===== src/rtl/beacon_rssi_window_smoother_core_defines.svh =====
// Assertion macros shared by the RTL files.
`ifndef BEACON_RSSI_WINDOW_SMOOTHER_CORE_DEFINES_SVH
`define BEACON_RSSI_WINDOW_SMOOTHER_CORE_DEFINES_SVH

// Same-cycle implication, clocked on clk, off while rst_n is low.
`define BRWS_ASSERT_NOW(lbl, ante, cons) \
    lbl: assert property (@(posedge clk) disable iff (!rst_n) (ante) |-> (cons)) \
        else $error("brws same-cycle check failed");

// Next-cycle implication, clocked on clk, off while rst_n is low.
`define BRWS_ASSERT_NEXT(lbl, ante, cons) \
    lbl: assert property (@(posedge clk) disable iff (!rst_n) (ante) |=> (cons)) \
        else $error("brws next-cycle check failed");

`endif


===== src/rtl/brws_pkg.sv =====
package brws_pkg;

    localparam int HISTORY_DEPTH = 64;

    localparam int PTR_W  = $clog2(HISTORY_DEPTH);
    localparam int CNT_W  = $clog2(HISTORY_DEPTH + 1);
    localparam int PWR_W  = 16;
    localparam int TIME_W = 48;
    localparam int WIN_W  = 7;
    localparam int LOSS_W = PWR_W + 1;
    localparam int LSUM_W = LOSS_W + CNT_W;
    localparam int TSUM_W = TIME_W + CNT_W;
    localparam int DIV_W  = TSUM_W;
    localparam int CMP_W  = (CNT_W > WIN_W) ? CNT_W : WIN_W;

    // controller -> datapath
    typedef struct packed {
        logic push;
        logic setup;
        logic walk;
        logic div_start;
        logic load_out;
    } brws_cmd_t;

    // datapath -> controller
    typedef struct packed {
        logic walk_done;
        logic div_done;
    } brws_status_t;

endpackage


===== src/rtl/brws_div.sv =====
// Restoring divider, one quotient bit per cycle; two dividends share one divisor.
module brws_div (
    input  logic                        clk,
    input  logic                        rst_n,
    input  logic                        start,
    input  logic [brws_pkg::CNT_W-1:0]  divisor,
    input  logic [brws_pkg::DIV_W-1:0]  dividend_a,
    input  logic [brws_pkg::DIV_W-1:0]  dividend_b,
    output logic [brws_pkg::DIV_W-1:0]  quot_a,
    output logic [brws_pkg::DIV_W-1:0]  quot_b,
    output logic                        done
);
    import brws_pkg::*;

    localparam int STEP_W = $clog2(DIV_W + 1);

    logic [DIV_W-1:0]  qa_reg, qb_reg;
    logic [CNT_W-1:0]  ra_reg, rb_reg;
    logic [CNT_W-1:0]  d_reg;
    logic [STEP_W-1:0] step_reg;
    logic              run_reg;
    logic              done_reg;

    logic [CNT_W:0]    ra_sh, rb_sh;
    logic              ge_a, ge_b;

    always_comb
    begin
        ra_sh = {ra_reg, qa_reg[DIV_W-1]};
        rb_sh = {rb_reg, qb_reg[DIV_W-1]};
        ge_a  = ra_sh >= {1'b0, d_reg};
        ge_b  = rb_sh >= {1'b0, d_reg};
    end

    always_ff @(posedge clk or negedge rst_n)
    begin
        if (!rst_n)
        begin
            run_reg  <= 1'b0;
            done_reg <= 1'b0;
            step_reg <= '0;
        end
        else
        begin
            done_reg <= 1'b0;
            if (start)
            begin
                run_reg  <= 1'b1;
                step_reg <= STEP_W'(DIV_W);
            end
            else if (run_reg)
            begin
                step_reg <= step_reg - 1'b1;
                if (step_reg == STEP_W'(1))
                begin
                    run_reg  <= 1'b0;
                    done_reg <= 1'b1;
                end
            end
        end
    end

    always_ff @(posedge clk)
    begin
        if (start)
        begin
            qa_reg <= dividend_a;
            qb_reg <= dividend_b;
            ra_reg <= '0;
            rb_reg <= '0;
            d_reg  <= divisor;
        end
        else if (run_reg)
        begin
            qa_reg <= {qa_reg[DIV_W-2:0], ge_a};
            qb_reg <= {qb_reg[DIV_W-2:0], ge_b};
            ra_reg <= ge_a ? CNT_W'(ra_sh - {1'b0, d_reg}) : ra_sh[CNT_W-1:0];
            rb_reg <= ge_b ? CNT_W'(rb_sh - {1'b0, d_reg}) : rb_sh[CNT_W-1:0];
        end
    end

    assign quot_a = qa_reg;
    assign quot_b = qb_reg;
    assign done   = done_reg;

endmodule


===== src/rtl/brws_dp.sv =====
`include "beacon_rssi_window_smoother_core_defines.svh"

module brws_dp (
    input  logic                              clk,
    input  logic                              rst_n,
    input  brws_pkg::brws_cmd_t               cmd,
    output brws_pkg::brws_status_t            status,
    input  logic                              cfg_wr,
    input  logic [brws_pkg::WIN_W-1:0]        cfg_data,
    input  logic signed [brws_pkg::PWR_W-1:0] tx_pwr,
    input  logic signed [brws_pkg::PWR_W-1:0] rssi,
    input  logic [brws_pkg::TIME_W-1:0]       sample_time,
    output logic signed [brws_pkg::PWR_W-1:0] smoothed_rssi,
    output logic signed [brws_pkg::PWR_W-1:0] latest_tx_pwr,
    output logic [brws_pkg::TIME_W-1:0]       mean_time,
    output logic [brws_pkg::WIN_W-1:0]        samples_used
);
    import brws_pkg::*;

    localparam int SM_W = LOSS_W + 2;
    localparam logic signed [SM_W-1:0] SAT_HI = SM_W'(2 ** (PWR_W - 1) - 1);
    localparam logic signed [SM_W-1:0] SAT_LO = SM_W'(-(2 ** (PWR_W - 1)));

    // history
    logic signed [LOSS_W-1:0] loss_mem [HISTORY_DEPTH];
    logic [TIME_W-1:0]        time_mem [HISTORY_DEPTH];

    logic [WIN_W-1:0]         window_reg;
    logic [PTR_W-1:0]         wp_reg;
    logic [CNT_W-1:0]         cnt_reg;
    logic signed [PWR_W-1:0]  tx_reg;

    logic [CNT_W-1:0]         n_reg;
    logic [CNT_W-1:0]         issued_reg;
    logic [PTR_W-1:0]         rd_idx_reg;
    logic                     rd_pend_reg;
    logic signed [LOSS_W-1:0] rd_loss_reg;
    logic [TIME_W-1:0]        rd_time_reg;
    logic signed [LSUM_W-1:0] lsum_reg;
    logic [TSUM_W-1:0]        tsum_reg;
    logic                     loss_neg_reg;

    logic signed [PWR_W-1:0]  smoothed_reg;
    logic signed [PWR_W-1:0]  latest_reg;
    logic [TIME_W-1:0]        mean_time_reg;
    logic [WIN_W-1:0]         used_reg;

    logic signed [LOSS_W-1:0] loss_in;
    logic [CNT_W-1:0]         n_sel;
    logic                     rd_en;
    logic [LSUM_W-1:0]        lsum_mag;
    logic [DIV_W-1:0]         quot_a, quot_b;
    logic                     div_done;
    logic signed [LOSS_W:0]   mloss;
    logic signed [SM_W-1:0]   smooth;
    logic signed [PWR_W-1:0]  smooth_sat;

    always_comb
    begin
        loss_in  = LOSS_W'(tx_pwr) - LOSS_W'(rssi);
        // window 0 or wider than the history: average everything stored
        if (window_reg == '0 || CMP_W'(window_reg) > CMP_W'(cnt_reg))
            n_sel = cnt_reg;
        else
            n_sel = CNT_W'(window_reg);
        rd_en    = cmd.walk && (issued_reg != n_reg);
        lsum_mag = lsum_reg[LSUM_W-1] ? LSUM_W'(-lsum_reg) : LSUM_W'(lsum_reg);
        status.walk_done = (issued_reg == n_reg) && !rd_pend_reg;
        status.div_done  = div_done;
        // mean loss truncates toward zero: divide magnitude, restore sign
        mloss = loss_neg_reg ? -$signed({1'b0, quot_b[LOSS_W-1:0]})
                             :  $signed({1'b0, quot_b[LOSS_W-1:0]});
        smooth = SM_W'(tx_reg) - SM_W'(mloss);
        if (smooth > SAT_HI)
            smooth_sat = PWR_W'(SAT_HI);
        else if (smooth < SAT_LO)
            smooth_sat = PWR_W'(SAT_LO);
        else
            smooth_sat = PWR_W'(smooth);
    end

    always_ff @(posedge clk or negedge rst_n)
    begin
        if (!rst_n)
        begin
            window_reg  <= '0;
            wp_reg      <= '0;
            cnt_reg     <= '0;
            rd_pend_reg <= 1'b0;
            issued_reg  <= '0;
            n_reg       <= '0;
        end
        else
        begin
            if (cfg_wr)
                window_reg <= cfg_data;
            if (cmd.push)
            begin
                wp_reg <= (wp_reg == PTR_W'(HISTORY_DEPTH - 1)) ? '0 : wp_reg + 1'b1;
                if (cnt_reg != CNT_W'(HISTORY_DEPTH))
                    cnt_reg <= cnt_reg + 1'b1;
            end
            if (cmd.setup)
            begin
                n_reg       <= n_sel;
                issued_reg  <= '0;
                rd_pend_reg <= 1'b0;
            end
            else if (cmd.walk)
            begin
                rd_pend_reg <= rd_en;
                if (rd_en)
                    issued_reg <= issued_reg + 1'b1;
            end
        end
    end

    // history write and registered read port
    always_ff @(posedge clk)
    begin
        if (cmd.push)
        begin
            loss_mem[wp_reg] <= loss_in;
            time_mem[wp_reg] <= sample_time;
        end
        if (rd_en)
        begin
            rd_loss_reg <= loss_mem[rd_idx_reg];
            rd_time_reg <= time_mem[rd_idx_reg];
        end
    end

    // walk newest to oldest, accumulate in the cycle after each read
    always_ff @(posedge clk)
    begin
        if (cmd.push)
            tx_reg <= tx_pwr;
        if (cmd.setup)
        begin
            rd_idx_reg <= (wp_reg == '0) ? PTR_W'(HISTORY_DEPTH - 1) : wp_reg - 1'b1;
            lsum_reg   <= '0;
            tsum_reg   <= '0;
        end
        else if (cmd.walk)
        begin
            if (rd_en)
                rd_idx_reg <= (rd_idx_reg == '0) ? PTR_W'(HISTORY_DEPTH - 1)
                                                 : rd_idx_reg - 1'b1;
            if (rd_pend_reg)
            begin
                lsum_reg <= lsum_reg + LSUM_W'(rd_loss_reg);
                tsum_reg <= tsum_reg + TSUM_W'(rd_time_reg);
            end
        end
        if (cmd.div_start)
            loss_neg_reg <= lsum_reg[LSUM_W-1];
        if (cmd.load_out)
        begin
            smoothed_reg  <= smooth_sat;
            latest_reg    <= tx_reg;
            mean_time_reg <= quot_a[TIME_W-1:0];
            used_reg      <= WIN_W'(n_reg);
        end
    end

    brws_div u_div (
        .clk        (clk),
        .rst_n      (rst_n),
        .start      (cmd.div_start),
        .divisor    (n_reg),
        .dividend_a (DIV_W'(tsum_reg)),
        .dividend_b (DIV_W'(lsum_mag)),
        .quot_a     (quot_a),
        .quot_b     (quot_b),
        .done       (div_done)
    );

    assign smoothed_rssi = smoothed_reg;
    assign latest_tx_pwr = latest_reg;
    assign mean_time     = mean_time_reg;
    assign samples_used  = used_reg;

    `BRWS_ASSERT_NOW(a_walk_bound, cmd.walk, issued_reg <= n_reg)
    `BRWS_ASSERT_NOW(a_setup_nonempty, cmd.setup, cnt_reg != '0)
    `BRWS_ASSERT_NEXT(a_sel_bound, cmd.setup, (n_reg != '0) && (n_reg <= cnt_reg))

endmodule


===== src/rtl/brws_ctrl.sv =====
`include "beacon_rssi_window_smoother_core_defines.svh"

module brws_ctrl (
    input  logic                   clk,
    input  logic                   rst_n,
    input  logic                   in_valid,
    output logic                   in_ready,
    output logic                   out_valid,
    input  logic                   out_ready,
    output brws_pkg::brws_cmd_t    cmd,
    input  brws_pkg::brws_status_t status
);
    import brws_pkg::*;

    typedef enum logic [2:0] {
        S_IDLE,
        S_SETUP,
        S_WALK,
        S_DIV,
        S_FINISH
    } state_t;

    state_t state_reg, state_next;
    logic   out_valid_reg, out_valid_next;
    logic   load_ok;

    always_comb
    begin
        cmd            = '0;
        state_next     = state_reg;
        load_ok        = !out_valid_reg || out_ready;
        out_valid_next = out_valid_reg && !out_ready;
        unique case (state_reg)
            S_IDLE:
            begin
                if (in_valid)
                begin
                    cmd.push   = 1'b1;
                    state_next = S_SETUP;
                end
            end
            S_SETUP:
            begin
                cmd.setup  = 1'b1;
                state_next = S_WALK;
            end
            S_WALK:
            begin
                cmd.walk = 1'b1;
                if (status.walk_done)
                begin
                    cmd.div_start = 1'b1;
                    state_next    = S_DIV;
                end
            end
            S_DIV:
            begin
                if (status.div_done)
                    state_next = S_FINISH;
            end
            S_FINISH:
            begin
                // hold until the output register is free
                if (load_ok)
                begin
                    cmd.load_out   = 1'b1;
                    out_valid_next = 1'b1;
                    state_next     = S_IDLE;
                end
            end
            default:
            begin
                state_next = S_IDLE;
            end
        endcase
    end

    always_ff @(posedge clk or negedge rst_n)
    begin
        if (!rst_n)
        begin
            state_reg     <= S_IDLE;
            out_valid_reg <= 1'b0;
        end
        else
        begin
            state_reg     <= state_next;
            out_valid_reg <= out_valid_next;
        end
    end

    assign in_ready  = (state_reg == S_IDLE);
    assign out_valid = out_valid_reg;

    `BRWS_ASSERT_NOW(a_load_free, cmd.load_out, !out_valid_reg || out_ready)
    `BRWS_ASSERT_NEXT(a_accept_setup, in_valid && in_ready, state_reg == S_SETUP)
    `BRWS_ASSERT_NOW(a_div_done_state, status.div_done, state_reg == S_DIV)
    `BRWS_ASSERT_NEXT(a_load_shows, cmd.load_out, out_valid_reg && state_reg == S_IDLE)

endmodule


===== src/rtl/beacon_rssi_window_smoother_core.sv =====
// Beacon RSSI window smoother.
// Input channel (in_valid/in_ready): one measurement per transaction, tx_pwr,
// rssi (1/16 dBm, signed) and sample_time (ticks). Output channel
// (out_valid/out_ready): one result per input, the tx power minus the mean path
// loss over the newest n entries (saturated), that tx power, the truncated mean
// timestamp and n. Config channel (cfg_valid/cfg_ready/cfg_data) sets the window;
// 0 or a window wider than the history averages every stored entry. Write it
// only while the block is idle.
// Sequence from input accept to out_valid, where n is the number of entries
// averaged (1..64): a setup state; the history walk, which reads one entry a
// cycle through the single memory read port and then drains the read register;
// a bit-serial divider that produces one quotient bit per cycle of the 55-bit
// dividend (loss runs alongside); then the finish state loads the result.
// Only one measurement is in flight; in_ready is high only when the block is
// idle, so a new measurement is taken only after the previous result is loaded.
// Reset empties the history, zeroes the write pointer and sets the window to 0.
// A stalled receiver leaves the result parked in the output register; the next
// measurement is still taken and processed, then waits until the output is free.
module beacon_rssi_window_smoother_core (
    input  logic                              clk,
    input  logic                              rst_n,
    input  logic                              in_valid,
    output logic                              in_ready,
    input  logic signed [brws_pkg::PWR_W-1:0] tx_pwr,
    input  logic signed [brws_pkg::PWR_W-1:0] rssi,
    input  logic [brws_pkg::TIME_W-1:0]       sample_time,
    output logic                              out_valid,
    input  logic                              out_ready,
    output logic signed [brws_pkg::PWR_W-1:0] smoothed_rssi,
    output logic signed [brws_pkg::PWR_W-1:0] latest_tx_pwr,
    output logic [brws_pkg::TIME_W-1:0]       mean_time,
    output logic [brws_pkg::WIN_W-1:0]        samples_used,
    input  logic                              cfg_valid,
    output logic                              cfg_ready,
    input  logic [brws_pkg::WIN_W-1:0]        cfg_data
);
    import brws_pkg::*;

    brws_cmd_t    cmd;
    brws_status_t status;

    // window register takes a write any cycle
    assign cfg_ready = 1'b1;

    brws_ctrl u_ctrl (
        .clk       (clk),
        .rst_n     (rst_n),
        .in_valid  (in_valid),
        .in_ready  (in_ready),
        .out_valid (out_valid),
        .out_ready (out_ready),
        .cmd       (cmd),
        .status    (status)
    );

    brws_dp u_dp (
        .clk           (clk),
        .rst_n         (rst_n),
        .cmd           (cmd),
        .status        (status),
        .cfg_wr        (cfg_valid && cfg_ready),
        .cfg_data      (cfg_data),
        .tx_pwr        (tx_pwr),
        .rssi          (rssi),
        .sample_time   (sample_time),
        .smoothed_rssi (smoothed_rssi),
        .latest_tx_pwr (latest_tx_pwr),
        .mean_time     (mean_time),
        .samples_used  (samples_used)
    );

endmodule


===== config.mk =====
export PLATFORM = sky130hd
export DESIGN_NAME = beacon_rssi_window_smoother_core
export DESIGN_NICKNAME = d
export VERILOG_FILES = /design/src/rtl/brws_pkg.sv /design/src/rtl/brws_div.sv /design/src/rtl/brws_dp.sv /design/src/rtl/brws_ctrl.sv /design/src/rtl/beacon_rssi_window_smoother_core.sv
export VERILOG_INCLUDE_DIRS = /design/src /design/src/rtl
export SDC_FILE = /design/constraint.sdc
export NUM_CORES = 2
export LEC_CHECK = 0
export ABC_AREA = 0
export BUFFER_PORTS_ARGS = -buffer_cell sky130_fd_sc_hd__buf_2
export CAP_MARGIN = 5
export CORE_UTILIZATION = 50
export CTS_CLUSTER_SIZE = 25
export DETAILED_ROUTE_END_ITERATION = 10
export GPL_TIMING_DRIVEN = 0
export HOLD_SLACK_MARGIN = 0.08
export PLACE_DENSITY_LB_ADDON = 0.12
export SYNTH_ARGS = -nofsm -noshare
export SYNTH_HDL_FRONTEND = slang
export SYNTH_MEMORY_MAX_BITS = 65536
export SYNTH_SLANG_ARGS = --single-unit

===== constraint.sdc =====
create_clock -name clk -period 5.5 [get_ports clk]
set_input_delay 1.375 -clock clk [delete_from_list [all_inputs] [get_ports clk]]
set_output_delay 1.375 -clock clk [all_outputs]
set_load 0.02 [all_outputs]

==> flow_metrics.tcl <==
set metrics [dict create \
    outcome "completed" \
    port_buffers 179 \
    critPathRequiredTime_ns 6.18 \
    cts_htree_levels 5 \
    fin_util 0.581 \
    clk_pin_slew_ns 0.06 \
    fillers 25700 \
    crit_path_start_kind "flop" \
    period_minus_slack_ns 5.43 \
    tightest_slew_ns 1.37 \
    design_power_total_uw 108000 \
    crit_path_end_kind "flop" \
    hold_violations 0 \
    min_to "u_dp.mean_time[14]" \
    cts_buffers 458 \
    setup_violations 0 \
    cts-root-buf "clkbuf_16" \
    power.density_nw_per_um2 520 \
    drt_iter0_drc 10800 \
    cp_data_arrival_time_ns 6.11 \
    drv_slew 0 \
    wl_per_cell_um 34.0 \
    timing.critical_path.from "u_dp.rd_idx_reg[1]" \
    overflow 0 \
    grt_pass1_wl_mm 677 \
    synthDistinctLibCells 80 \
    async_reset_ff_frac 0.0102 \
    vias 88500 \
    grt_max_degree 71 \
    hp-start "u_dp.u_div.quot_a[14]" \
    dpl_cell_area_um2 192000 \
    avgSynthCellArea_um2 22.1 \
    largest_registers "u_dp.time_mem (3072), u_dp.loss_mem (1088)" \
    top_register "u_dp.time_mem" \
    relSlewSlack 0.0872 \
    synth_seq_cells 4592 \
    rsz0062_at_grt "no" \
    drive_gt1_frac 0.277 \
    crit_type "reg2reg" \
    finalCritPeriodShare 0.988 \
    hp-class "reg2reg" \
    cts_tree "built" \
    via_per_inst 6.23 \
    syn_nets 8354 \
    reg2reg_depth 8 \
    hpwl_mm 340 \
    grt_pass1_vias 89800 \
    dr.pass1.iters 6 \
    synthCells 8118 \
    whs_path_depth 0 \
    netlist_area_um2 180000 \
    die-area_um2 361000 \
    io_pins 182 \
    die_x_um 601 \
    dominantRegCellSynth "edfxtp_1" \
    fp.dieH_um 601 \
    synth_edf_count 4421 \
    start_util 0.504 \
    cts_sinks 4592 \
    drv_cap 0 \
    cp_max_fo 10 \
    clockBufferDepth 4 \
    core-area_um2 356000 \
    postCtsSetupBuffers 0 \
    peakVddDrop_v 0.000340 \
    max_freq_ghz 0.184 \
    clock_insertion_delay_worst_skew_ns 1.02 \
    final_cell_area_um2 207000 \
    wirelength_mm 482 \
    p_leak_uw 0.0662 \
    reg2reg_slack_ns 0.07 \
    area_growth_pct 15.4 \
    r2r-end "u_dp.rd_time_reg[2]" \
    antenna_found_initial 38 \
    nNetsFinal 9258 \
    grt_use_total 0.268 \
    num_rows 219 \
    largest_reg_flops 3072 \
    finClkSkew_ns 0.0449 \
    ant_nets 0 \
    r2r-start "u_dp.rd_idx_reg[1]" \
    seq_area_frac_synth 0.760 \
    drc 0 \
    gp_congestion 0.844 \
    synth-warning-count 0 \
]
-- area by class of cell --
| cell class | count | area, µm² | share of cell area |
|---|---|---|---|
| Antenna cell | 31 | 77.6 | 0.000374 |
| Buffer | 399 | 1590 | 0.00765 |
| Clock buffer | 559 | 12100 | 0.0582 |
| Clock inverter | 294 | 2560 | 0.0124 |
| Inverter | 84 | 318 | 0.00153 |
| Multi-Input combinational cell | 3043 | 41900 | 0.203 |
| Sequential cell | 4592 | 136000 | 0.659 |
| Tap cell | 4751 | 5940 | 0.0287 |
| Timing Repair Buffer | 444 | 6230 | 0.0301 |
-- how the worst max path moves through the flow --
stage                        endpoint  slack (ns)
4_1_cts           u_dp.rd_time_reg[2]        0.05
3_3_place_gp    u_dp.time_mem[34][10]       -5.01
6_report          u_dp.rd_time_reg[2]        0.07
3_5_place_dp    u_dp.loss_mem[60][16]       -0.37
5_1_grt        u_dp.smoothed_rssi[11]        0.15
2_1_floorplan     u_dp.loss_mem[0][8]         0.1
-- routing by layer --
layer  track usage  up-vias  wire, µm  part of all wire
li1              -    36000         -                 -
met5             0        -       138           0.00029
met3        0.0519      689     42300             0.088
met1         0.374    47800    192000              0.40
met2         0.432     3952    233000              0.48
met4        0.0787       20     14600             0.030
-- stage by stage --
stage	hold slack [ns]	setup TNS (ns)	setup slack [ns]	std cells
6_report	0.446	0	0.0682	14200
3_3_place_gp	0.429	-	-5.01	13000
5_1_grt	0.458	0	0.150	14200
4_1_cts	0.448	0	0.0513	14200
3_5_place_dp	0.434	-41.37	-0.372	13300
2_1_floorplan	0.426	0	0.0995	8118
-- cell usage after synthesis, types with 8 or more instances --
master	count	area share
nor4b_1	19	0.00093
nand3_1	58	0.0016
a211oi_1	19	0.00079
nor2b_1	22	0.00077
and3_1	14	0.00049
o211ai_1	10	0.00042
xnor2_1	79	0.0039
buf_1	104	0.0022
a31oi_1	15	0.00052
inv_1	82	0.0017
nand4_1	23	0.00080
nand2b_1	22	0.00077
xor2_1	75	0.0037
nor3_1	25	0.00070
or3_1	19	0.00066
o21ai_0	129	0.0036
a21oi_1	151	0.0042
ha_1	138	0.0096
edfxtp_1	4421	0.74
dfxtp_1	124	0.014
clkbuf_1	289	0.0060
nand2_1	383	0.0080
nor2_1	211	0.0044
a21o_1	56	0.0023
o21bai_1	8	0.00033
dfrtp_1	47	0.0066
o21a_1	10	0.00042
mux4_2	1365	0.17
mux2i_1	46	0.0026
o31ai_1	12	0.00050
-- cell usage in the layout, fill, tap and decap left out, types with 23 or more instances in the layout --
cell type | synthesis | layout
clkbuf_2 | 1 | 33
mux2i_1 | 46 | 46
buf_1 | 104 | 95
a21oi_1 | 151 | 151
nor2_4 | 0 | 67
buf_8 | 0 | 29
bufinv_16 | 0 | 39
nand2_1 | 383 | 383
ha_1 | 138 | 138
inv_1 | 82 | 79
xnor2_1 | 79 | 69
dfrtp_1 | 47 | 47
mux4_2 | 1365 | 1365
nand3_1 | 58 | 58
nor2_1 | 211 | 144
nor3_1 | 25 | 25
diode_2 | 0 | 31
edfxtp_1 | 4421 | 4421
o21ai_0 | 129 | 129
nand4_1 | 23 | 23
buf_12 | 0 | 200
xor2_1 | 75 | 75
buf_16 | 0 | 30
clkinv_1 | 1 | 124
dfxtp_1 | 124 | 124
a21o_1 | 56 | 56
clkbuf_1 | 289 | 345
clkinv_2 | 0 | 91
clkbuf_16 | 0 | 466
buf_2 | 4 | 186
-- report_power, final --
| group | total, µW | leakage (µW) | internal (µW) | switching [µW] |
|---|---|---|---|---|
| Clock | 30600 | 0.00716 | 17400 | 13300 |
| Combinational | 35300 | 0.0176 | 15300 | 20000 |
| Sequential | 41700 | 0.0414 | 40400 | 1330 |
| Total | 108000 | 0.0662 | 73000 | 34600 |
-- critical path, cell delays in order (launching register included) --
cell and delay, ns:
edfxtp_1 0.39, clkbuf_1 0.43, clkbuf_2 0.75, clkbuf_2 0.62, buf_16 0.23, clkbuf_1 0.96, mux4_2 0.43, mux4_2 0.53
mux4_2 0.67
-- kinds of logic (layout without fill, tap and decap cells) --
kind of cell             after synthesis  after routing  share of synthesized area
multiplexers                        1418           1418                      0.174
AND/OR/NAND/NOR                      844            844                     0.0213
XOR/XNOR                             154            154                    0.00751
adder cells (fa/ha/maj)              144            144                     0.0103
buffers and inverters                483           1780                     0.0102
AO/OA/AOI/OAI                        482            482                     0.0167
flip-flops                          4592           4592                      0.760
other                                  1             32                  0.0000209
-- repair_timing --
item	CTS	global route
endpoints found under the setup margin	34	0
gates resized for setup	11	0
hold buffers	0	0
(Power assumes the default switching activity.)
